`src/rtl/bmo_pkg.sv`:
```
// shared types, constants and helper functions for the bicycle odometry block
package bmo_pkg;

  typedef enum logic [4:0] {
    S_IDLE,
    S_YAWP,
    S_YAWD,
    S_CSA,
    S_CSB,
    S_MX1,
    S_MX2,
    S_MY1,
    S_MY2,
    S_DX,
    S_DY,
    S_VX,
    S_VY,
    S_CSS,
    S_NUM,
    S_DEN,
    S_RDIV,
    S_SQX,
    S_SQY,
    S_SQRT,
    S_CSQ,
    S_OUT
  } state_t;

  localparam logic [2:0] CFG_WHEELBASE = 3'd0;
  localparam logic [2:0] CFG_STEP_TIME = 3'd1;
  localparam logic [2:0] CFG_THRESHOLD = 3'd2;
  localparam logic [2:0] CFG_INIT_X    = 3'd3;
  localparam logic [2:0] CFG_INIT_Y    = 3'd4;

  localparam logic FUNC_CMD  = 1'b0;
  localparam logic FUNC_TICK = 1'b1;

  localparam logic [31:0]        YAW_STEP_K  = 32'd683565276;
  localparam logic signed [33:0] CORDIC_GAIN = 34'sd652032874;
  localparam logic signed [33:0] ONE_Q30     = 34'sd1073741824;

  localparam int unsigned MUL_STEPS    = 32;
  localparam int unsigned CORDIC_STEPS = 31;
  localparam int unsigned DIV_STEPS    = 96;
  localparam int unsigned SQRT_STEPS   = 32;

  function automatic logic [29:0] atan_at(input logic [4:0] i);
    logic [29:0] r;
    case (i)
      5'd0:  r = 30'd536870912;
      5'd1:  r = 30'd316933406;
      5'd2:  r = 30'd167458907;
      5'd3:  r = 30'd85004756;
      5'd4:  r = 30'd42667331;
      5'd5:  r = 30'd21354465;
      5'd6:  r = 30'd10680862;
      5'd7:  r = 30'd5340245;
      5'd8:  r = 30'd2670163;
      5'd9:  r = 30'd1335087;
      5'd10: r = 30'd667544;
      5'd11: r = 30'd333772;
      5'd12: r = 30'd166886;
      5'd13: r = 30'd83443;
      5'd14: r = 30'd41722;
      5'd15: r = 30'd20861;
      5'd16: r = 30'd10430;
      5'd17: r = 30'd5215;
      5'd18: r = 30'd2608;
      5'd19: r = 30'd1304;
      5'd20: r = 30'd652;
      5'd21: r = 30'd326;
      5'd22: r = 30'd163;
      5'd23: r = 30'd81;
      5'd24: r = 30'd41;
      5'd25: r = 30'd20;
      5'd26: r = 30'd10;
      5'd27: r = 30'd5;
      5'd28: r = 30'd3;
      5'd29: r = 30'd1;
      5'd30: r = 30'd1;
      default: r = 30'd0;
    endcase
    return r;
  endfunction

  function automatic logic signed [63:0] sx32(input logic [31:0] v);
    return {{32{v[31]}}, v};
  endfunction

  // round half away from zero, then shift right by s
  function automatic logic signed [63:0] rnd_sh(input logic signed [63:0] v,
                                                input int unsigned s);
    logic [63:0] mag;
    logic [63:0] r;
    mag = v[63] ? -v : v;
    r = (mag + (64'd1 << (s - 1))) >> s;
    return v[63] ? -r : r;
  endfunction

  function automatic logic signed [31:0] clamp32(input logic signed [63:0] v);
    logic signed [31:0] r;
    if (v > 64'sd2147483647) begin
      r = 32'sh7fff_ffff;
    end else if (v < -64'sd2147483648) begin
      r = 32'sh8000_0000;
    end else begin
      r = v[31:0];
    end
    return r;
  endfunction

endpackage

```
`src/rtl/bmo_sqrt.sv`:
```
// digit-by-digit integer square root, two radicand bits per cycle
module bmo_sqrt (
  input  logic        clk,
  input  logic        rst,
  input  logic        start,
  input  logic [63:0] val,
  output logic        done,
  output logic [31:0] root
);

  logic        busy;
  logic [4:0]  cnt;
  logic [63:0] v;
  logic [63:0] r;
  logic [63:0] bitm;
  logic [63:0] t;

  assign t    = r + bitm;
  assign root = r[31:0];

  always_ff @(posedge clk) begin
    if (rst) begin
      busy <= 1'b0;
      done <= 1'b0;
      cnt  <= '0;
    end else begin
      done <= 1'b0;
      if (start) begin
        busy <= 1'b1;
        cnt  <= '0;
      end else if (busy) begin
        cnt <= cnt + 5'd1;
        if (cnt == 5'(bmo_pkg::SQRT_STEPS - 1)) begin
          busy <= 1'b0;
          done <= 1'b1;
        end
      end
    end
  end

  always_ff @(posedge clk) begin
    if (start) begin
      v    <= val;
      r    <= '0;
      bitm <= 64'h4000_0000_0000_0000;
    end else if (busy) begin
      if (v >= t) begin
        v <= v - t;
        r <= {1'b0, r[63:1]} + bitm;
      end else begin
        r <= {1'b0, r[63:1]};
      end
      bitm <= {2'b00, bitm[63:2]};
    end
  end

endmodule

```
`config.mk`:
```
export PLATFORM = sky130hd
export DESIGN_NAME = bmo_sqrt
export DESIGN_NICKNAME = d
export VERILOG_FILES = /design/src/rtl/bmo_pkg.sv /design/src/rtl/bmo_sqrt.sv
export SDC_FILE = /design/constraint.sdc
export NUM_CORES = 1
export LEC_CHECK = 0
export BUFFER_PORTS_ARGS = -buffer_cell sky130_fd_sc_hd__buf_4
export CAP_MARGIN = 20
export CORE_MARGIN = 5
export CORE_UTILIZATION = 50
export CTS_CLUSTER_DIAMETER = 60
export DETAILED_ROUTE_END_ITERATION = 12
export PLACE_DENSITY_LB_ADDON = 0.05
export SYNTH_ARGS = -nofsm -noshare
export SYNTH_HDL_FRONTEND = slang
export SYNTH_SLANG_ARGS = --single-unit
```
`constraint.sdc`:
```
create_clock -name clk -period 10.72 [get_ports clk]
set_clock_uncertainty 0.05 [all_clocks]
set_input_delay 2.144 -clock clk [delete_from_list [all_inputs] [get_ports clk]]
set_output_delay 2.144 -clock clk [all_outputs]
set_load 0.01 [all_outputs]
```
==> flow_summary.json <==
{
  "status": "complete, no violations",
  "antenna_found_initial": 2,
  "top_layer": "met4",
  "row_count": 63,
  "cts-buffers-inserted": 17,
  "ios": 100,
  "drt-total-wl_um": 43400,
  "die_area_um2": 33900,
  "gp_congestion": 0.952,
  "worst_pin_slew_ns": 1.03,
  "ys_ff_latch": 167,
  "cp_common_cell": "ha_1",
  "avgRoutedWirePerCell_um": 18.6,
  "final_cell_mix": "nand2_1 (222), nor2_1 (217), o21ai_0 (168)",
  "cts-resized-gates": 0,
  "drtAntennaViolNets": 0,
  "cts.reportedPaths.clkPinSlew_ns": 0.08,
  "path_buf_inv": 2,
  "cp-end-kind": "flip-flop",
  "antenna_cells": 0,
  "setup_tns_ns": 0,
  "grt_pass1_wl_um": 69900,
  "clock_latency_ns": 0.47,
  "maxSlewHeadroom_pct": 30.8,
  "postLayoutSetupSlackWorst_ns": 3.38,
  "core_um2": 29800,
  "critical_path_arrival_ns": 7.66,
  "fin_crit_ns": 7.34,
  "nets": 2135,
  "die_w_um": 184,
  "ir_worst_vdd_v": 0.000164,
  "crit_chain": "ha_1 -> ha_1 -> a21o_1 -> a31oi_1 -> o21ai_0 -> a21oi_1 -> o31ai_1 -> a21bo_2 -> a31o_2 -> nand2_1 -> xor2_1 -> ha_1 -> and3_1 -> nand3_1 -> or4_1 -> a31oi_1 -> o22ai_4 -> buf_4 -> buf_4 -> or3b_1 -> a311o_1 -> o31ai_1",
  "min_period_over_period_pct": 68.4,
  "drtIter0Drc": 1061,
  "drc": 0,
  "holdBufCountCts": 0,
  "multi_input_area_um2": 10400,
  "cts-root-buf": "clkbuf_16",
  "layout-drive-gt1-share_pct": 9.09,
  "dr_wl_met3_um": 2320,
  "yosysUniqueCellTypes": 75,
  "portBuffers": 99,
  "final-seq-area_um2": 3990,
  "h-tree-depth": 4,
  "track_usage_pct": 25.3,
  "synth_edf_count": 64,
  "overflow": 0,
  "fin_cells": 2338,
  "synthFlopType": "dfxtp_1",
  "num_vias": 14170,
  "slew_viol_final": 0,
  "critPathMaxFanout": 83,
  "max_cap_viol_count": 0,
  "dpl.hpwl_um": 33000,
  "post-cts-setup-buffer-count": 0,
  "synth.avg_cell_area_um2": 7.81,
  "area_growth_pct": 8.12,
  "clk_path_buf_depth": 2,
  "finalSetupViolCount": 0,
  "syn-num-nets": 2144,
  "final_common_cell": "nand2_1",
  "fin_area_um2": 16400,
  "cpMaxStageDelayCell": "o31ai_1",
  "finalHoldViolCount": 0,
  "netlist_instances": 1944,
  "viasPerCell": 6.06,
  "first_pass_iters": 5,
  "grt_pass1_vias": 13437,
  "grt_max_degree": 88,
  "path_delay_family": "compound AO/OA/AOI/OAI gates",
  "start_kind": "flip-flop",
  "die_h_um": 184,
  "cts_tree": "built",
  "syn_area_um2": 15200,
  "power.density_nw_per_um2": 236,
  "fin_util_pct": 55.1,
  "critical_path_class": "reg -> reg",
  "cts_sinks": 167,
  "rsz0062_at_grt": "false",
  "initial_core_util_pct": 50.9,
  "hold_class": "reg -> reg",
  "p_leak_nw": 6.19,
  "wl_met1_um": 20600,
  "fmax_mhz": 136,
  "place_area_um2": 15800,
  "yosysWarnings": 0,
  "required_ns": 11.04,
  "slowest_delay_ns": 0.92,
  "layout.filler_cells": 2922,
  "post-place-ws_ns": 3.42,
  "dp_cells": 2306,
  "wl_met2_um": 19600,
  "yosysSeqAreaShare_pct": 26.3,
  "async_flop_share_pct": 0
}
## through the flow
step | total power [mW] | hold WS (ns)
2_1_floorplan | 2.73 | 0.417
3_3_place_gp | 3.21 | 0.438
3_5_place_dp | 3.22 | 0.448
4_1_cts | 3.87 | 0.466
5_1_grt | 4.19 | 0.506
6_report | 3.88 | 0.462
## kinds of logic after synthesis
kind of cell / synth area share [%]
AND/OR/NAND/NOR: 19.9
AO/OA/AOI/OAI: 25.4
buffers and inverters: 5.39
flip-flops: 26.3
XOR/XNOR: 8.43
adder cells (fa/ha/maj): 11.0
multiplexers: 3.60
## flip-flops by register name (all words and copies together), names as in the netlist
signal / count
busy: 1
v: 64
cnt: 5
done: 1
bitm: 32
r: 64
## final cells by class
type | count | area share [%]
Tap cell | 390 | 2.97
Inverter | 41 | 0.938
Multi-Input combinational cell | 1601 | 63.3
Clock inverter | 14 | 0.839
Sequential cell | 167 | 24.3
Timing Repair Buffer | 107 | 5.00
Clock buffer | 18 | 2.62
## worst register-to-register path, cell delays in order, from the launching register on
cell	delay, ns
dfxtp_1	0.38
ha_1	0.19
ha_1	0.20
a21o_1	0.16
a31oi_1	0.14
o21ai_0	0.63
a21oi_1	0.30
o31ai_1	0.92
a21bo_2	0.29
a31o_2	0.17
nand2_1	0.07
xor2_1	0.18
ha_1	0.37
and3_1	0.26
nand3_1	0.14
or4_1	0.55
a31oi_1	0.48
o22ai_4	0.17
buf_4	0.29
buf_4	0.42
or3b_1	0.49
a311o_1	0.35
o31ai_1	0.06
## cell usage after synthesis (5+ instances only)
cell type	count	area share, %
xnor2_1	84	4.8
xor2_1	62	3.6
or3_1	19	0.78
clkbuf_1	81	2.0
a21boi_0	9	0.45
inv_1	39	0.96
nor2_1	217	5.4
nor4_1	12	0.49
a311oi_1	22	1.3
o21bai_1	25	1.2
a21oi_1	139	4.6
and4_1	8	0.46
o31ai_1	11	0.54
nand4_1	39	1.6
nor2b_1	21	0.87
a31oi_1	53	2.2
dfxtp_1	103	14
o21ai_0	169	5.6
a31o_2	16	0.92
a21o_1	24	1.2
nand2_1	222	5.5
and3_1	10	0.41
nand3b_1	6	0.30
o22ai_1	8	0.33
o211ai_1	8	0.40
mux2i_1	49	3.2
buf_4	32	1.6
nand2b_1	17	0.70
a221oi_1	13	0.75
buf_2	12	0.40
nand3_1	31	1.0
nor3_1	33	1.1
a211oi_1	38	1.9
mux2_2	5	0.37
ha_1	132	11
edfxtp_1	64	13
and2_1	10	0.41
o21a_1	22	1.1
buf_1	7	0.17
## routing by layer
metal  track usage, %  vias to the layer above
met2             40.4                      370
met4             7.01                        0
met1             35.7                     6651
met3             3.71                       50
met5                0                        -
li1                 -                     7099
## power breakdown
group	switching [mW]	leakage (nW)	internal [mW]
registers	0.140	1.48	0.874
clock network	0.300	0.284	0.327
logic	1.37	4.42	0.870
total	1.81	6.19	2.07
## path summary, 6_finish.rpt
check / start / end / slack, ns / depth (start not counted)
setup / recovery: bitm[0] / r[60] / 3.38 / 22
hold / removal: cnt[4] / cnt[4] / 0.46 / 2
setup reg to reg: bitm[0] / r[60] / 3.38 / 22
hold reg to reg: cnt[4] / cnt[4] / 0.46 / 2
No activity file was read; power rests on OpenSTA's default activity.
