File: src/rtl/bmo_pkg.sv
// shared types, constants and helper functions for the bicycle odometry block
package bmo_pkg;

  typedef enum logic [4:0] {
    S_IDLE,
    S_YAWP,
    S_YAWD,
    S_CSA,
    S_CSB,
    S_MX1,
    S_MX2,
    S_MY1,
    S_MY2,
    S_DX,
    S_DY,
    S_VX,
    S_VY,
    S_CSS,
    S_NUM,
    S_DEN,
    S_RDIV,
    S_SQX,
    S_SQY,
    S_SQRT,
    S_CSQ,
    S_OUT
  } state_t;

  localparam logic [2:0] CFG_WHEELBASE = 3'd0;
  localparam logic [2:0] CFG_STEP_TIME = 3'd1;
  localparam logic [2:0] CFG_THRESHOLD = 3'd2;
  localparam logic [2:0] CFG_INIT_X    = 3'd3;
  localparam logic [2:0] CFG_INIT_Y    = 3'd4;

  localparam logic FUNC_CMD  = 1'b0;
  localparam logic FUNC_TICK = 1'b1;

  localparam logic [31:0]        YAW_STEP_K  = 32'd683565276;
  localparam logic signed [33:0] CORDIC_GAIN = 34'sd652032874;
  localparam logic signed [33:0] ONE_Q30     = 34'sd1073741824;

  localparam int unsigned MUL_STEPS    = 32;
  localparam int unsigned CORDIC_STEPS = 31;
  localparam int unsigned DIV_STEPS    = 96;
  localparam int unsigned SQRT_STEPS   = 32;

  function automatic logic [29:0] atan_at(input logic [4:0] i);
    logic [29:0] r;
    case (i)
      5'd0:  r = 30'd536870912;
      5'd1:  r = 30'd316933406;
      5'd2:  r = 30'd167458907;
      5'd3:  r = 30'd85004756;
      5'd4:  r = 30'd42667331;
      5'd5:  r = 30'd21354465;
      5'd6:  r = 30'd10680862;
      5'd7:  r = 30'd5340245;
      5'd8:  r = 30'd2670163;
      5'd9:  r = 30'd1335087;
      5'd10: r = 30'd667544;
      5'd11: r = 30'd333772;
      5'd12: r = 30'd166886;
      5'd13: r = 30'd83443;
      5'd14: r = 30'd41722;
      5'd15: r = 30'd20861;
      5'd16: r = 30'd10430;
      5'd17: r = 30'd5215;
      5'd18: r = 30'd2608;
      5'd19: r = 30'd1304;
      5'd20: r = 30'd652;
      5'd21: r = 30'd326;
      5'd22: r = 30'd163;
      5'd23: r = 30'd81;
      5'd24: r = 30'd41;
      5'd25: r = 30'd20;
      5'd26: r = 30'd10;
      5'd27: r = 30'd5;
      5'd28: r = 30'd3;
      5'd29: r = 30'd1;
      5'd30: r = 30'd1;
      default: r = 30'd0;
    endcase
    return r;
  endfunction

  function automatic logic signed [63:0] sx32(input logic [31:0] v);
    return {{32{v[31]}}, v};
  endfunction

  // round half away from zero, then shift right by s
  function automatic logic signed [63:0] rnd_sh(input logic signed [63:0] v,
                                                input int unsigned s);
    logic [63:0] mag;
    logic [63:0] r;
    mag = v[63] ? -v : v;
    r = (mag + (64'd1 << (s - 1))) >> s;
    return v[63] ? -r : r;
  endfunction

  function automatic logic signed [31:0] clamp32(input logic signed [63:0] v);
    logic signed [31:0] r;
    if (v > 64'sd2147483647) begin
      r = 32'sh7fff_ffff;
    end else if (v < -64'sd2147483648) begin
      r = 32'sh8000_0000;
    end else begin
      r = v[31:0];
    end
    return r;
  endfunction

endpackage

File: src/rtl/bmo_mul.sv
// shift-add multiplier, one multiplier bit per cycle, 64-bit wrapped product
module bmo_mul (
  input  logic        clk,
  input  logic        rst,
  input  logic        start,
  input  logic [63:0] a,
  input  logic [31:0] b,
  input  logic        b_signed,
  output logic        done,
  output logic [63:0] prod
);

  logic        busy;
  logic [4:0]  cnt;
  logic [63:0] areg;
  logic [31:0] breg;
  logic [63:0] acc;
  logic        neg;

  assign prod = neg ? -acc : acc;

  always_ff @(posedge clk) begin
    if (rst) begin
      busy <= 1'b0;
      done <= 1'b0;
      cnt  <= '0;
    end else begin
      done <= 1'b0;
      if (start) begin
        busy <= 1'b1;
        cnt  <= '0;
      end else if (busy) begin
        cnt <= cnt + 5'd1;
        if (cnt == 5'(bmo_pkg::MUL_STEPS - 1)) begin
          busy <= 1'b0;
          done <= 1'b1;
        end
      end
    end
  end

  always_ff @(posedge clk) begin
    if (start) begin
      areg <= a;
      breg <= (b_signed && b[31]) ? -b : b;
      neg  <= b_signed && b[31];
      acc  <= '0;
    end else if (busy) begin
      if (breg[0]) begin
        acc <= acc + areg;
      end
      areg <= {areg[62:0], 1'b0};
      breg <= {1'b0, breg[31:1]};
    end
  end

endmodule

File: config.mk
export PLATFORM = sky130hd
export DESIGN_NAME = bmo_mul
export DESIGN_NICKNAME = d
export VERILOG_FILES = /design/src/rtl/bmo_pkg.sv /design/src/rtl/bmo_mul.sv
export SDC_FILE = /design/constraint.sdc
export NUM_CORES = 1
export LEC_CHECK = 0
export BUFFER_PORTS_ARGS = -buffer_cell sky130_fd_sc_hd__buf_4
export CORE_ASPECT_RATIO = 1.25
export CORE_MARGIN = 2
export CORE_UTILIZATION = 53
export DETAILED_ROUTE_END_ITERATION = 7
export HOLD_SLACK_MARGIN = 0.1
export PLACE_DENSITY = 0.8
export SYNTH_ARGS = -nofsm -noshare
export SYNTH_HDL_FRONTEND = slang
export SYNTH_SLANG_ARGS = --single-unit
File: constraint.sdc
create_clock -name clk -period 4.05 [get_ports clk]
set_input_delay 0.405 -clock clk [delete_from_list [all_inputs] [get_ports clk]]
set_output_delay 0.405 -clock clk [all_outputs]
set_load 0.05 [all_outputs]
==> impl_metrics.json, run 1 <==
{
  "violations": "setup timing",
  "clock_latency_ns": 0.44,
  "synth_nets": 1558,
  "synthCells": 1390,
  "skew_ns": 0.0149,
  "crit_path_start_kind": "flip-flop",
  "drt-initial-drc-count": 1002,
  "endpoint_kind": "output port",
  "synthTopCellsByArea": "edfxtp_1, dfxtp_1, xnor2_1",
  "synthDistinctLibCells": 62,
  "root_buffer": "clkbuf_16",
  "dp_hpwl_um": 23600,
  "antenna_found_initial": 0,
  "drv_cap": 0,
  "tightestPinTransition_ns": 1.10,
  "fp.dieW_um": 139,
  "drt-total-wl_um": 32700,
  "routedWlPerCell_um": 17.6,
  "synth.yosys.seq_area_share_pct": 35.7,
  "synth_warnings": 0,
  "finalCritPeriodShare_pct": 114,
  "rsz0062_at_grt": "yes",
  "finalWorstSetupSlack_ns": -0.553,
  "pin_count": 165,
  "layout-area-overhead-vs-synth_pct": 23.5,
  "synth-seq-cells": 168,
  "synthArstFlopShare_pct": 0,
  "die_area_sq_um": 24100,
  "die_h_um": 173,
  "cts_buffers": 17,
  "start_util_pct": 54.3,
  "synth_area_sq_um": 12100,
  "status": "finished, violations left",
  "max_freq_mhz": 217,
  "setup_tns_ns": -4.19,
  "cpLargestDelayFamily": "simple AND/OR/NAND/NOR gates",
  "cts_buffer_depth": 2,
  "row_count": 61,
  "hp-class": "input pin to flip-flop",
  "clk_pin_slew_ns": 0.08,
  "ir_worst_vdd_mv": 0.322,
  "ant_nets": 0,
  "power_density_nw_per_um2": 446,
  "synth-edff-count": 97,
  "multi_input_area_sq_um": 7710,
  "grt_pass1_vias": 10909,
  "cts_tree": "done",
  "first_pass_iters": 7,
  "grt_usage_pct": 26.6,
  "hold_viol": 0,
  "grt_max_degree": 134,
  "vias_per_cell": 6.00,
  "gp_congestion": 0.951,
  "drc": 0,
  "synth_top_area_share_pct": 24.0,
  "diodes": 0,
  "yosysTopAreaCell": "edfxtp_1",
  "nets": 1735,
  "path_class": "flip-flop to output port",
  "fill_cells": 1804,
  "fin_area_sq_um": 15000,
  "setup_viol": 13,
  "coreArea_sq_um": 22400,
  "maxSlewHeadroom_pct": 26.4,
  "grt_pass1_wl_um": 53200,
  "period_needed_ns": 4.60,
  "slowest_stage": "or4_4",
  "syn_avg_cell_area_sq_um": 8.73,
  "placed_cells": 1816,
  "path_common_cell": "or4_4",
  "crit_arrival_ns": 4.20,
  "synth_common_cells": "nand2_1, a21oi_1, xnor2_1",
  "seq_area_sq_um": 4340,
  "io_buffers": 164,
  "drive_gt1_share_pct": 24.7,
  "ys.flop_type": "edfxtp_1",
  "cts_hold_buf": 0,
  "maxSlewViolCount": 0,
  "p_leak_nw": 6.34,
  "synth.most_common_cell": "nand2_1",
  "whs_ns": 0.125,
  "grt_overflow": 0,
  "cts_sinks": 168,
  "cp.required_ns": 3.64,
  "place_area_sq_um": 13900,
  "via_count": 11171,
  "final_cells": 1863,
  "cp_max_fo": 5,
  "crit_buf_inv": 2,
  "crit_path_cell_trace": "or4_4 -> nor3_4 -> nand3_2 -> or2_4 -> or4_4 -> or2_4 -> or4_4 -> or4_4 -> o31ai_4 -> buf_4 -> xnor2_2 -> buf_6",
  "max_stage_delay_ns": 0.55,
  "h-tree-depth": 4
}
-- metal layers --
metal  part of all wire [%]  track usage [%]  vias to the layer above
met4                    2.2             8.59                        0
met5                      0                0                        -
li1                       -                -                     5438
met2                     49             45.8                      428
met1                     43             34.3                     5251
met3                    6.1             4.04                       54
-- final timing paths --
path	from	endpoint	slack, ns	depth (start not counted)
hold / removal	rst	busy$_SDFF_PP0_	0.13	2
setup / recovery	acc[17]$_SDFFE_PP0P_	prod[56]	-0.55	12
setup reg to reg	acc[11]$_SDFFE_PP0P_	acc[46]$_SDFFE_PP0P_	0.19	12
hold reg to reg	acc[45]$_SDFFE_PP0P_	acc[45]$_SDFFE_PP0P_	0.51	2
-- metrics by stage --
stage / setup slack [ns] / total power, mW / utilization [%]
finish: -0.553 / 6.68 / 67.0
CTS: -0.689 / 6.57 / 66.0
global route: -0.635 / 6.98 / 67.0
detailed placement: -0.353 / 4.76 / 62.4
floorplan: -0.0771 / 3.96 / -
global placement: -0.286 / 4.72 / 62.4
-- area by class of cell --
type                    count  area share [%]
clock buffers              17            2.84
clock inverters            15            1.34
inverters                  30           0.752
multi-input cells        1114            51.4
flip-flops and latches    168            28.9
well taps                 283            2.36
repair buffers            236            12.3
-- placed cells by master, fill, tap and decap left out, types with 25 or more instances in the layout --
cell type / count
o21ai_0: 57
edfxtp_1: 97
mux2_2: 64
o31ai_1: 25
dfxtp_1: 69
a21oi_1: 161
ha_1: 67
xor2_1: 32
inv_1: 30
nor2_1: 98
nand2_1: 168
buf_4: 221
nand4_1: 26
xnor2_1: 98
a21o_1: 51
-- cells by family (layout without fill, tap and decap cells) --
kind of cell             count (synthesis)  count (layout)  share of synthesized area [%]
AO/OA/AOI/OAI                          401             401                           20.6
multiplexers                            68              68                           6.27
flip-flops                             168             168                           35.7
AND/OR/NAND/NOR                        437             437                           16.9
buffers and inverters                  108             298                           3.37
adder cells (fa/ha/maj)                 68              68                           7.07
XOR/XNOR                               140             140                           10.1
-- what timing repair did --
item,in CTS,in global routing
setup endpoints to repair,12,19
gates resized for setup,24,38
buffers inserted,10,7
pin swaps,12,20
-- state kept, by name (all words and copies together), names as in the netlist --
signal	flops
busy	1
breg	32
done	1
acc	64
areg	64
neg	1
cnt	5
-- report_power, final --
group	internal (mW)	switching, mW
logic	1.11	1.71
registers	2.00	0.140
clock network	0.858	0.875
total	3.96	2.72
No activity file was read; power rests on OpenSTA's default activity.
==> run 2: changes to the inputs <==
==> constraint.sdc (replaced) <==
create_clock -name clk -period 4.05 [get_ports clk]
set_input_delay 0.405 -clock clk [delete_from_list [all_inputs] [get_ports clk]]
set_output_delay 0.405 -clock clk [all_outputs]
set_load 0.005 [all_outputs]
==> run 2 against run 1 <==
  * The run still ends with setup timing left
  * First-iteration DRC count increased by 16%
  * Sequential cell count unchanged
  * Via count increased by 1.9%
  * Setup slack got worse by 0.11 ns
  * Final area decreased by 1.5%
  * Worst hold slack got worse by 0.0092 ns
  * Sequential share of layout area increased by 0.45 points
  * Critical path type unchanged
  * Total power decreased by 7.9%
  * Global-route usage increased by 0.49 points
  * Largest power group is now sequential cells
==> impl_metrics.json, run 2 (synthesis gave the netlist of run 1 again) <==
{
  "path_class": "flip-flop to output port",
  "cp.required_ns": 3.64,
  "place_ws_ns": -0.295,
  "crit_path_cell_trace": "or4_4 -> nor3_4 -> nand3_2 -> or2_4 -> or4_4 -> or2_4 -> or4_4 -> or4_4 -> buf_6 -> o31ai_4 -> xnor2_1 -> buf_4",
  "cpLargestDelayFamily": "simple AND/OR/NAND/NOR gates",
  "tightestPinTransition_ns": 0.974,
  "final_cells": 1855,
  "finalWorstSetupSlack_ns": -0.666,
  "whs_ns": 0.116,
  "met3_usage_pct": 5.32,
  "maxSlewHeadroom_pct": 34.9,
  "slowest_stage": "or4_4",
  "skew_ns": 0.0126,
  "status": "finished, violations left",
  "start_util_pct": 54.3,
  "io_buffers": 164,
  "drv_cap": 0,
  "grt_pass1_vias": 11083,
  "reg_top3": "acc (64), areg (64), breg (32)",
  "endpoint_kind": "output port",
  "coreArea_sq_um": 22400,
  "fp.dieW_um": 139,
  "drc": 0,
  "violations": "setup timing",
  "h-tree-depth": 4,
  "dp_hpwl_um": 24400,
  "ir_worst_vdd_mv": 0.313,
  "drt-total-wl_um": 33300,
  "fin_area_sq_um": 14800,
  "grt_pass1_wl_um": 53900,
  "layout-area-overhead-vs-synth_pct": 21.5,
  "cts_tree": "done",
  "cts_buffer_depth": 2,
  "cp_max_fo": 3,
  "clock_latency_ns": 0.45,
  "diodes": 0,
  "die_h_um": 173,
  "drt-initial-drc-count": 1163,
  "placed_cells": 1817,
  "met2_usage_pct": 46.5,
  "grt_overflow": 0,
  "setup_tns_ns": -3.17,
  "rsz0062_at_grt": "yes",
  "path_common_cell": "or4_4",
  "crit_buf_inv": 2,
  "final_cell_mix": "buf_4, nand2_1, a21oi_1, xnor2_1, nor2_1",
  "period_needed_ns": 4.72,
  "finalCritPeriodShare_pct": 116,
  "drive_gt1_share_pct": 23.2,
  "routedWlPerCell_um": 17.9,
  "crit_arrival_ns": 4.31,
  "clk_pin_slew_ns": 0.07,
  "via_count": 11386,
  "row_count": 61,
  "root_buffer": "clkbuf_16",
  "setup_viol": 9,
  "first_pass_iters": 6,
  "max_freq_mhz": 212,
  "max_stage_delay_ns": 0.56,
  "crit_path_start_kind": "flip-flop",
  "grtUsageMet1_pct": 33.2,
  "grt_busiest_layer": "met2",
  "cts_sinks": 168,
  "grt_usage_pct": 27.1,
  "cts_buffers": 17,
  "gp_congestion": 0.994,
  "vias_per_cell": 6.14,
  "hold_viol": 0,
  "die_area_sq_um": 24100,
  "hp-class": "input pin to flip-flop",
  "pin_count": 165,
  "maxSlewViolCount": 0,
  "power_density_nw_per_um2": 417,
  "cts_hold_buf": 0,
  "ant_nets": 0,
  "grt_max_degree": 65,
  "final_common_cell": "buf_4",
  "antenna_found_initial": 0,
  "place_area_sq_um": 13900,
  "nets": 1727,
  "p_leak_nw": 6.24
}
-- run 2: changes by cell type in the layout (fill, tap and decap cells not counted), sizes merged --
cell	previous run	this run
buf	236	228
bufinv	0	5
clkinv	6	1
inv	39	37
clkbuf	17	18
clkinvlp	0	1
-- run 2: layout make-up --
type,count,area (sq um)
timing repair buffer,228,1740
inverter,30,113
clock buffer,18,439
sequential,168,4340
fill,1828,7610
clock inverter,14,230
multi-input combinational,1114,7550
tap,283,354
-- run 2: per-layer routing --
metal	share of wire (%)	vias to the layer above	routed length, um
li1	-	5440	-
met1	41	5409	13500
met2	50	452	16500
met3	6.6	85	2180
met4	3.1	0	1040
met5	0	-	0
-- run 2: worst paths after layout --
| path | slack, ns | endpoint | from | cells past startpoint |
|---|---|---|---|---|
| setup reg to reg | 0.23 | acc[46]$_SDFFE_PP0P_ | acc[11]$_SDFFE_PP0P_ | 13 |
| setup / recovery | -0.67 | prod[56] | acc[17]$_SDFFE_PP0P_ | 12 |
| hold / removal | 0.12 | busy$_SDFF_PP0_ | rst | 2 |
| hold reg to reg | 0.51 | acc[31]$_SDFFE_PP0P_ | acc[31]$_SDFFE_PP0P_ | 2 |
-- run 2: report_power, final --
part / switching (mW) / leakage (nW) / internal [mW]
Combinational: 1.12 / 4.37 / 0.996
Clock: 0.770 / 0.325 / 1.13
Sequential: 0.141 / 1.55 / 2.00
Total: 2.03 / 6.24 / 4.12
-- run 2: per-stage QoR --
| stage | utilization [%] | power (mW) |
|---|---|---|
| after global placement | 62.1 | 4.14 |
| after detailed placement | 62.1 | 4.18 |
| after global routing | 66.0 | 6.43 |
| final | 66.0 | 6.15 |
| after CTS | 65.7 | 6.11 |
| after floorplan | - | 3.39 |
-- run 2: timing repair --
item	in CTS	in global routing
setup endpoints to repair	10	9
pin swaps	5	18
setup buffers	4	2
resized for setup	21	10
