<file path="config.mk">
export PLATFORM = sky130hd
export DESIGN_NAME = bmo_div
export DESIGN_NICKNAME = d
export VERILOG_FILES = /design/src/rtl/bmo_pkg.sv /design/src/rtl/bmo_div.sv
export SDC_FILE = /design/constraint.sdc
export NUM_CORES = 1
export LEC_CHECK = 0
export ABC_AREA = 1
export ABC_CLOCK_PERIOD_IN_PS = 9860
export BUFFER_PORTS_ARGS = -buffer_cell sky130_fd_sc_hd__buf_2
export CORE_MARGIN = 10
export CORE_UTILIZATION = 54
export DETAILED_ROUTE_END_ITERATION = 7
export GPL_TIMING_DRIVEN = 0
export PLACE_DENSITY_LB_ADDON = 0.2
export RECOVER_POWER = 100
export REMOVE_ABC_BUFFERS = 1
export SYNTH_ARGS = -nofsm -noshare
export SYNTH_HDL_FRONTEND = slang
export SYNTH_SLANG_ARGS = --single-unit
export TNS_END_PERCENT = 10
</file>
<file path="constraint.sdc">
create_clock -name clk -period 9.86 [get_ports clk]
set_input_delay 1.479 -clock clk [delete_from_list [all_inputs] [get_ports clk]]
set_output_delay 1.479 -clock clk [all_outputs]
set_load 0.01 [all_outputs]
</file>
<file path="src/rtl/bmo_pkg.sv">
// shared types, constants and helper functions for the bicycle odometry block
package bmo_pkg;

  typedef enum logic [4:0] {
    S_IDLE,
    S_YAWP,
    S_YAWD,
    S_CSA,
    S_CSB,
    S_MX1,
    S_MX2,
    S_MY1,
    S_MY2,
    S_DX,
    S_DY,
    S_VX,
    S_VY,
    S_CSS,
    S_NUM,
    S_DEN,
    S_RDIV,
    S_SQX,
    S_SQY,
    S_SQRT,
    S_CSQ,
    S_OUT
  } state_t;

  localparam logic [2:0] CFG_WHEELBASE = 3'd0;
  localparam logic [2:0] CFG_STEP_TIME = 3'd1;
  localparam logic [2:0] CFG_THRESHOLD = 3'd2;
  localparam logic [2:0] CFG_INIT_X    = 3'd3;
  localparam logic [2:0] CFG_INIT_Y    = 3'd4;

  localparam logic FUNC_CMD  = 1'b0;
  localparam logic FUNC_TICK = 1'b1;

  localparam logic [31:0]        YAW_STEP_K  = 32'd683565276;
  localparam logic signed [33:0] CORDIC_GAIN = 34'sd652032874;
  localparam logic signed [33:0] ONE_Q30     = 34'sd1073741824;

  localparam int unsigned MUL_STEPS    = 32;
  localparam int unsigned CORDIC_STEPS = 31;
  localparam int unsigned DIV_STEPS    = 96;
  localparam int unsigned SQRT_STEPS   = 32;

  function automatic logic [29:0] atan_at(input logic [4:0] i);
    logic [29:0] r;
    case (i)
      5'd0:  r = 30'd536870912;
      5'd1:  r = 30'd316933406;
      5'd2:  r = 30'd167458907;
      5'd3:  r = 30'd85004756;
      5'd4:  r = 30'd42667331;
      5'd5:  r = 30'd21354465;
      5'd6:  r = 30'd10680862;
      5'd7:  r = 30'd5340245;
      5'd8:  r = 30'd2670163;
      5'd9:  r = 30'd1335087;
      5'd10: r = 30'd667544;
      5'd11: r = 30'd333772;
      5'd12: r = 30'd166886;
      5'd13: r = 30'd83443;
      5'd14: r = 30'd41722;
      5'd15: r = 30'd20861;
      5'd16: r = 30'd10430;
      5'd17: r = 30'd5215;
      5'd18: r = 30'd2608;
      5'd19: r = 30'd1304;
      5'd20: r = 30'd652;
      5'd21: r = 30'd326;
      5'd22: r = 30'd163;
      5'd23: r = 30'd81;
      5'd24: r = 30'd41;
      5'd25: r = 30'd20;
      5'd26: r = 30'd10;
      5'd27: r = 30'd5;
      5'd28: r = 30'd3;
      5'd29: r = 30'd1;
      5'd30: r = 30'd1;
      default: r = 30'd0;
    endcase
    return r;
  endfunction

  function automatic logic signed [63:0] sx32(input logic [31:0] v);
    return {{32{v[31]}}, v};
  endfunction

  // round half away from zero, then shift right by s
  function automatic logic signed [63:0] rnd_sh(input logic signed [63:0] v,
                                                input int unsigned s);
    logic [63:0] mag;
    logic [63:0] r;
    mag = v[63] ? -v : v;
    r = (mag + (64'd1 << (s - 1))) >> s;
    return v[63] ? -r : r;
  endfunction

  function automatic logic signed [31:0] clamp32(input logic signed [63:0] v);
    logic signed [31:0] r;
    if (v > 64'sd2147483647) begin
      r = 32'sh7fff_ffff;
    end else if (v < -64'sd2147483648) begin
      r = 32'sh8000_0000;
    end else begin
      r = v[31:0];
    end
    return r;
  endfunction

endpackage

</file>
<file path="src/rtl/bmo_div.sv">
// restoring divider, one quotient bit per cycle, with quotient overflow flag
module bmo_div (
  input  logic        clk,
  input  logic        rst,
  input  logic        start,
  input  logic [95:0] num,
  input  logic [63:0] den,
  output logic        done,
  output logic [63:0] quo,
  output logic        ovf
);

  logic        busy;
  logic [6:0]  cnt;
  logic [95:0] dvd;
  logic [63:0] dreg;
  logic [63:0] rem;
  logic [64:0] r2;
  logic        fits;

  always_comb begin
    r2   = {rem, dvd[95]};
    fits = (r2 >= {1'b0, dreg});
  end

  always_ff @(posedge clk) begin
    if (rst) begin
      busy <= 1'b0;
      done <= 1'b0;
      cnt  <= '0;
    end else begin
      done <= 1'b0;
      if (start) begin
        busy <= 1'b1;
        cnt  <= '0;
      end else if (busy) begin
        cnt <= cnt + 7'd1;
        if (cnt == 7'(bmo_pkg::DIV_STEPS - 1)) begin
          busy <= 1'b0;
          done <= 1'b1;
        end
      end
    end
  end

  always_ff @(posedge clk) begin
    if (start) begin
      dvd  <= num;
      dreg <= den;
      rem  <= '0;
      quo  <= '0;
      ovf  <= 1'b0;
    end else if (busy) begin
      dvd <= {dvd[94:0], 1'b0};
      rem <= fits ? 64'(r2 - {1'b0, dreg}) : r2[63:0];
      quo <= {quo[62:0], fits};
      ovf <= ovf | quo[63];
    end
  end

endmodule

</file>
==> qor.txt, run 1 <==
GLOBAL ROUTE
--------------------------------------------------------------------------------------
Met2 Use GR .............................................................        41.0%
Met1 routing resource usage after global routing ........................        32.4%
Largest net degree at the start of global routing .......................          120
Peak-usage layer in the global routing report ...........................         met2
Vias in the first global route ..........................................        15703
Antenna violations before repair ........................................            9
First-pass GRT wire length .............................................. 82600 microns
Global-route congestion overflow total ..................................            0
Combined global-route utilization of all metal layers ...................        25.4%
Global routing met3 resource utilization ................................        6.33%

SYNTHESIS
--------------------------------------------------------------------------------------
Dominant synthesized flop cell .......................................... sky130_fd_sc_hd__edfxtp_1
Biggest area consumer among synthesized cells ........................... sky130_fd_sc_hd__edfxtp_1
Total standard cell area after synthesis ................................  17600 sq um
Share of the synthesized area in the top cell type ......................        27.3%
Synthesized instance count ..............................................         2554
Mean post-synth cell area ...............................................   6.90 sq um
Proportion of synthesized flip-flops having asynchronous set or reset ...           0%
Proportion of synthesized chip area in sequential cells .................        42.9%
Leading post-synthesis cells by cell area ............................... sky130_fd_sc_hd__edfxtp_1, sky130_fd_sc_hd__nand2_1, sky130_fd_sc_hd__dfxtp_1
Number of unique standard cell types used by synthesis ..................           36
Count of warnings emitted by yosys ......................................            0
FF+latch count, synth ...................................................          298
Count of flip-flops with a built-in enable after synthesis ..............          160

TIMING
--------------------------------------------------------------------------------------
Rel. slew slack .........................................................       -90.5%
Post-route worst hold slack .............................................     0.469 ns
Max Clk Rate ............................................................      164 MHz
Post-layout minimum cycle time ..........................................      6.11 ns
Final number of hold-violating endpoints ................................            0
Max Slew Vio Count ......................................................          182
Final worst-path setup slack ............................................      3.75 ns
Tightest Pin Transition .................................................      2.86 ns
Clock Skews .............................................................    0.0330 ns
Crit share post-route ...................................................        61.9%
RSZ-0062 raised after global routing ....................................           no
Setup-violating endpoint count in the final report ......................            0
Total negative slack for setup checks ...................................         0 ns

FLOORPLANNING
--------------------------------------------------------------------------------------
Die W ...................................................................  201 microns
Die area ................................................................  40300 sq um
Placement Rows ..........................................................           66
Starting density of the core ............................................        54.4%
Y dimension of the die ..................................................  201 microns
Top Ports ...............................................................          229
Core footprint ..........................................................  32400 sq um

CELLS AND AREA
--------------------------------------------------------------------------------------
Share of post-route cells with drive strength above 1 ...................        9.97%
Final core occ ..........................................................        62.3%
Final instance count without filler cells ...............................         3226
Final nets ..............................................................         2984
Post-route cell area ....................................................  20200 sq um
Layout Area Growth over Synthesis .......................................        14.5%

PLACEMENT
--------------------------------------------------------------------------------------
Post-place setup slack ..................................................      4.93 ns
Placer's final routability congestion estimate ..........................        0.994
Sum of net half-perimeters after detailed placement ..................... 40700 microns
Port Buf Inserts ........................................................          228
Number of cells after detailed placement ................................         3164
Area post-placement .....................................................  19200 sq um

DETAILED ROUTING
--------------------------------------------------------------------------------------
Total detailed-routing wirelength ....................................... 52100 microns
Vias per cell ...........................................................         4.97
Number of iterations in the first detailed-routing pass .................            5
Number of vias in the routed layout .....................................        16021
Initial detailed-routing violation count ................................         1256
Number of antenna-violating nets in the routed design ...................            0
Post-detailed-route wirelength per cell ................................. 16.2 microns
Remaining design rule violation count ...................................            0

PWR
--------------------------------------------------------------------------------------
Int Power ...............................................................      2.23 mW
Combinational share of power ............................................         9.0%
Seq pwr share ...........................................................        48.1%
VDD IR-drop max .........................................................       146 uV
Net Switching ...........................................................     0.689 mW
Proportion of power drawn by the clock network ..........................        43.0%
Power after layout ......................................................      2.92 mW
Pwr per Cell Area .......................................................  145 nW/um^2
Leakage power total .....................................................      10.6 nW
Switching portion of total power ........................................        23.6%

RUN STATUS
--------------------------------------------------------------------------------------
Outcome ................................................................. complete, but fails checks
Violated checks ......................................................... max-capacitance violations, max-slew violations

CLOCK NETWORK
--------------------------------------------------------------------------------------
Post-CTS Setup Inserts ..................................................            0
Clock-pin slew on the worst setup and hold paths ........................      0.06 ns
TritonCTS clock tree ....................................................          yes
Clock net sink count ....................................................          298
Resized Gates After CTS .................................................            0
Insertion delay of the later-clocked pin in the worst-skew pair .........      0.61 ns
Cts-stage hold buffer count .............................................            0
Bufs on Longest Clock Path ..............................................            3
Num CTS Buffers .........................................................           31
Root buffer cell ........................................................ sky130_fd_sc_hd__clkbuf_16
Deepest level of the CTS H-tree .........................................            1

WORST SETUP PATH
--------------------------------------------------------------------------------------
Gate family responsible for the most delay along the worst path ......... buffers and inverters
Type of the worst setup path ............................................    in -> reg
Arrival time worst endpoint .............................................      6.44 ns
Buffers & Inverters on Critical Path ....................................            4
Critical path endpoint category .........................................     register
Kind of start point of the critical path ................................ primary input
Required time of the critical path ......................................     10.19 ns
CP max FO ...............................................................          119
Delay of the slowest cell on the worst path .............................      1.72 ns
Library cell contributing the largest single delay on the critical path . sky130_fd_sc_hd__clkbuf_1
Crit-path cells ......................................................... clkbuf_1 -> buf_16 -> clkinvlp_2 -> clkbuf_1 -> nand2_1 -> nand2_1

WORST HOLD PATH
--------------------------------------------------------------------------------------
Hold crit path type .....................................................   reg -> reg

RUN
--------------------------------------------------------------------------------------
# Max-Cap Violations ....................................................            3

## power by group through the flow
stage	combinational (mW)	clock (mW)	sequential, mW
finish	0.262	1.25	1.40
global route	0.296	1.32	1.41
CTS	0.264	1.28	1.40
detailed placement	0.262	0	1.43
global placement	0.250	0	1.43
floorplan	0.155	0	1.42
## cell usage in the layout (no fill, tap or decap), types with 4 or more instances in the layout
cell type,instances
sky130_fd_sc_hd__nand3b_1,30
sky130_fd_sc_hd__nand3_1,119
sky130_fd_sc_hd__inv_2,18
sky130_fd_sc_hd__ha_1,65
sky130_fd_sc_hd__nor2_2,14
sky130_fd_sc_hd__diode_2,5
sky130_fd_sc_hd__a21oi_1,51
sky130_fd_sc_hd__clkinv_2,4
sky130_fd_sc_hd__buf_16,4
sky130_fd_sc_hd__nor2_4,7
sky130_fd_sc_hd__inv_1,468
sky130_fd_sc_hd__o21ai_0,21
sky130_fd_sc_hd__bufinv_16,4
sky130_fd_sc_hd__dfxtp_1,138
sky130_fd_sc_hd__nand2_1,1128
sky130_fd_sc_hd__o21bai_1,7
sky130_fd_sc_hd__clkbuf_1,76
sky130_fd_sc_hd__edfxtp_1,160
sky130_fd_sc_hd__nor3_1,18
sky130_fd_sc_hd__clkbuf_16,31
sky130_fd_sc_hd__xor2_1,30
sky130_fd_sc_hd__nand4_1,15
sky130_fd_sc_hd__clkbuf_8,10
sky130_fd_sc_hd__nor2_1,102
sky130_fd_sc_hd__buf_2,160
sky130_fd_sc_hd__o22ai_1,62
sky130_fd_sc_hd__nand2_2,13
## tightest hold or removal path, delay by kind of cell (launching register included)
kind	cells	cell delay, ns
flip-flops	1	0.32
AND/OR/NAND/NOR	2	0.10
## final cells by class
cell class              count  area (sq um)
clock buffers              47           936
flip-flops and latches    298          7570
inverters                 489          1840
fillers                  3069         12200
well taps                 442           553
multi-input cells        1699          7890
diodes                      5          12.5
repair buffers            236          1210
clock inverters            10           164
## routing by layer
metal | wire length (microns) | vias up
li1 | - | 8214
met1 | 22700 | 7235
met2 | 23500 | 462
met3 | 4060 | 96
met4 | 1760 | 14
met5 | 96 | -
## path summary, 6_finish.rpt
kind / startpoint / end / slack (ns) / cells past startpoint
setup / recovery: start / dvd[14] / 3.75 / 6
hold / removal: rem[61] / rem[61] / 0.47 / 2
setup reg to reg: dreg[47] / rem[49] / 6.00 / 11
hold reg to reg: rem[61] / rem[61] / 0.47 / 2
## cells by family after synthesis
kind of cell	count (synthesis)	share of synthesized area, %
buf+inv	557	12.4
fa+ha+maj	66	4.73
simple gates	1455	33.6
compound gates	147	4.78
xor+xnor	31	1.54
flops	298	42.9
## flip-flops by register name, summed over array words and instances (netlist names)
signal / cells
quo: 64
done: 1
ovf: 1
dvd: 96
dreg: 64
busy: 1
cnt: 7
rem: 64
## cell usage after synthesis (19+ instances only)
cell and n:
sky130_fd_sc_hd__nand3_1 119, sky130_fd_sc_hd__inv_2 19, sky130_fd_sc_hd__o21ai_0 19, sky130_fd_sc_hd__o22ai_1 62, sky130_fd_sc_hd__nand3b_1 30, sky130_fd_sc_hd__ha_1 65
sky130_fd_sc_hd__edfxtp_1 160, sky130_fd_sc_hd__clkbuf_1 44, sky130_fd_sc_hd__nand2_1 1128, sky130_fd_sc_hd__nor2_1 103, sky130_fd_sc_hd__a21oi_1 51, sky130_fd_sc_hd__xor2_1 30
sky130_fd_sc_hd__dfxtp_1 138, sky130_fd_sc_hd__inv_1 468
Note: power is estimated with default switching activity, not from simulation.
==> run 2, diff against run 1 <==
- ABC_CLOCK_PERIOD_IN_PS: 9860 -> 5100
- CORE_UTILIZATION: 54 -> 53
- clock period: 9.86 -> 5.1 ns (I/O delays scaled with it)
==> qor.txt, run 2 (synthesized netlist as in run 1, its figures left out) <==
WORST SETUP PATH
------------------------------------------------------------------------------
Arrival time worst endpoint .....................................      4.22 ns   -2.22 ns
Kind of start point of the critical path ........................ primary input
Critical path endpoint category .................................     register
Endpoint of the worst-slack reg-to-reg timing path ..............      rem[61]
Required time of the critical path ..............................      5.34 ns   -4.85 ns
Type of the worst setup path ....................................    in -> reg
Reg-to-reg setup timing slack ...................................      1.15 ns   -4.85 ns
Beginning of the critical path ..................................        start
CP max FO .......................................................          121   +1.7%
Crit path capture ...............................................      dvd[11]
Number of cell instances on the worst register-to-register path .           12   +1
Startpoint of the worst-slack reg-to-reg timing path ............     dreg[45]

CELLS AND AREA
------------------------------------------------------------------------------
Final instance count without filler cells .......................         3231   +0.15%
Layout Area Growth over Synthesis ...............................        14.8%
Commonest non-fill, non-tap cells in the layout ................. sky130_fd_sc_hd__nand2_1, sky130_fd_sc_hd__inv_1, sky130_fd_sc_hd__edfxtp_1
Final nets ......................................................         2988   +0.13%
Most common cell after layout, fill and taps aside .............. sky130_fd_sc_hd__nand2_1
Final core occ ..................................................        61.9%   -0.47 points
Post-route cell area ............................................  20200 sq um   +0.27%
Register with the highest flop count ............................          dvd
Share of post-route cells with drive strength above 1 ...........        9.95%   -0.014 points
Largest register FFs ............................................           96   unchanged

CLOCK NETWORK
------------------------------------------------------------------------------
Cts-stage hold buffer count .....................................            0   unchanged
Resized Gates After CTS .........................................            0   unchanged
Num CTS Buffers .................................................           34   +9.7%
Post-CTS Setup Inserts ..........................................            0   unchanged
Clock-pin slew on the worst setup and hold paths ................      0.06 ns   about the same
Clock net sink count ............................................          298   unchanged
Root buffer cell ................................................ sky130_fd_sc_hd__clkbuf_16
Insertion delay of the later-clocked pin in the worst-skew pair .      0.56 ns   -0.05 ns
TritonCTS clock tree ............................................          yes
Deepest level of the CTS H-tree .................................            2   +1
Bufs on Longest Clock Path ......................................            3   unchanged

TIMING
------------------------------------------------------------------------------
Max Clk Rate ....................................................      251 MHz
Total negative slack for setup checks ...........................         0 ns   unchanged
Clock Skews .....................................................    0.0268 ns   -0.00621 ns
Rel. slew slack .................................................       -22.6%   +68 points
Max Slew Vio Count ..............................................          151   -17%
Setup-violating endpoint count in the final report ..............            0   unchanged
Post-layout minimum cycle time ..................................      3.98 ns
RSZ-0062 raised after global routing ............................           no
Tightest Pin Transition .........................................      1.84 ns   -1.02 ns
Crit share post-route ...........................................        78.0%
Final number of hold-violating endpoints ........................            0   unchanged
Post-route worst hold slack .....................................     0.377 ns   -0.0922 ns
Final worst-path setup slack ....................................      1.12 ns   -2.63 ns

PWR
------------------------------------------------------------------------------
Proportion of power drawn by the clock network ..................        42.9%   about the same
Pwr per Cell Area ...............................................  279 nW/um^2   +93%
Power after layout ..............................................      5.64 mW   +93%
VDD IR-drop max .................................................       293 uV   +100%
Int Power .......................................................      4.26 mW   +91%
Seq pwr share ...................................................        48.0%   about the same
Combinational share of power ....................................         9.0%   about the same
Net Switching ...................................................      1.38 mW   +100%
Switching portion of total power ................................        24.4%   +0.83 points
Leakage power total .............................................      10.6 nW   about the same

PLACEMENT
------------------------------------------------------------------------------
Placer's final routability congestion estimate ..................         1.00   +0.99%
Sum of net half-perimeters after detailed placement ............. 40200 microns   -1.2%
Post-place setup slack ..........................................     0.178 ns   -4.75 ns
Number of cells after detailed placement ........................         3165   +0.032%
Port Buf Inserts ................................................          228   unchanged
Area post-placement .............................................  19200 sq um   +0.14%

GLOBAL ROUTE
------------------------------------------------------------------------------
Vias in the first global route ..................................        15782   +0.50%
Met2 Use GR .....................................................        39.1%   -1.9 points
Met1 routing resource usage after global routing ................        31.8%   -0.61 points
Combined global-route utilization of all metal layers ...........        25.1%   -0.29 points
First-pass GRT wire length ...................................... 82200 microns   -0.49%
Global-route congestion overflow total ..........................            0   unchanged
Peak-usage layer in the global routing report ...................         met2
Antenna violations before repair ................................           12   +3
Global routing met3 resource utilization ........................        7.32%   +1.0 points
Largest net degree at the start of global routing ...............          122   +1.7%

WORST HOLD PATH
------------------------------------------------------------------------------
Hold crit path type .............................................    in -> reg

RUN
------------------------------------------------------------------------------
# Max-Cap Violations ............................................            2   -1

DETAILED ROUTING
------------------------------------------------------------------------------
Total detailed-routing wirelength ............................... 51900 microns   -0.36%
Number of vias in the routed layout .............................        15935   -0.54%
Number of iterations in the first detailed-routing pass .........            5   unchanged
Vias per cell ...................................................         4.93   -0.69%
Initial detailed-routing violation count ........................         1183   -5.8%
Post-detailed-route wirelength per cell ......................... 16.1 microns   -0.51%
Remaining design rule violation count ...........................            0   unchanged
Number of antenna-violating nets in the routed design ...........            0   unchanged

FLOORPLANNING
------------------------------------------------------------------------------
Starting density of the core ....................................        53.9%   -0.55 points
Core footprint ..................................................  32700 sq um   +1.0%
Y dimension of the die ..........................................  202 microns   +0.84%
Die W ...........................................................  202 microns   +0.84%
Placement Rows ..................................................           66   unchanged
Die area ........................................................  40900 sq um   +1.7%
Top Ports .......................................................          229   unchanged

RUN STATUS
------------------------------------------------------------------------------
Outcome ......................................................... complete, but fails checks
Violated checks ................................................. max-capacitance violations, max-slew violations

## run 2: cell count changes in the layout (fill, tap and decap cells not counted), sizes merged
| cell | delta |
|---|---|
| buf | +1 |
| bufinv | -2 |
| clkbuf | +1 |
| clkinv | +2 |
| clkinvlp | +3 |
| diode | +1 |
| inv | -1 |
## run 2: worst min path at each step
stage                     startpoint       end  cells past startpoint
after floorplan              rem[33]   rem[33]                      2
after global placement           ovf       ovf                      2
after detailed placement     rem[36]   rem[36]                      2
after CTS                    den[59]  dreg[59]                      1
after global routing         den[57]  dreg[57]                      1
final                        den[59]  dreg[59]                      1
## run 2: per-layer routing
layer / up-vias / share of wire (%)
met4: 16 / 3.9
met5: - / 0.22
met1: 7149 / 44
met3: 113 / 7.8
met2: 403 / 44
li1: 8254 / -
## run 2: area by class of cell
| class | instances | area (sq um) |
|---|---|---|
| Sequential cell | 298 | 7570 |
| Inverter | 489 | 1840 |
| Multi-Input combinational cell | 1699 | 7890 |
| Clock buffer | 48 | 953 |
| Timing Repair Buffer | 237 | 1270 |
| Clock inverter | 12 | 139 |
| Fill cell | 3072 | 12500 |
| Tap cell | 442 | 553 |
| Antenna cell | 6 | 15.0 |
## run 2: power by group through the flow
stage | Combinational, mW | Sequential, mW | Clock (mW)
6_report | 0.508 | 2.71 | 2.42
5_1_grt | 0.575 | 2.72 | 2.55
4_1_cts | 0.510 | 2.71 | 2.46
3_5_place_dp | 0.507 | 2.76 | 0
3_3_place_gp | 0.482 | 2.77 | 0
2_1_floorplan | 0.301 | 2.76 | 0
## run 2: critical path, stage by stage
cell	delay [ns]
sky130_fd_sc_hd__buf_6	0.19
sky130_fd_sc_hd__buf_16	0.31
sky130_fd_sc_hd__nor2_4	0.50
sky130_fd_sc_hd__buf_12	0.25
sky130_fd_sc_hd__buf_16	0.19
sky130_fd_sc_hd__clkinvlp_4	1.16
sky130_fd_sc_hd__buf_16	0.68
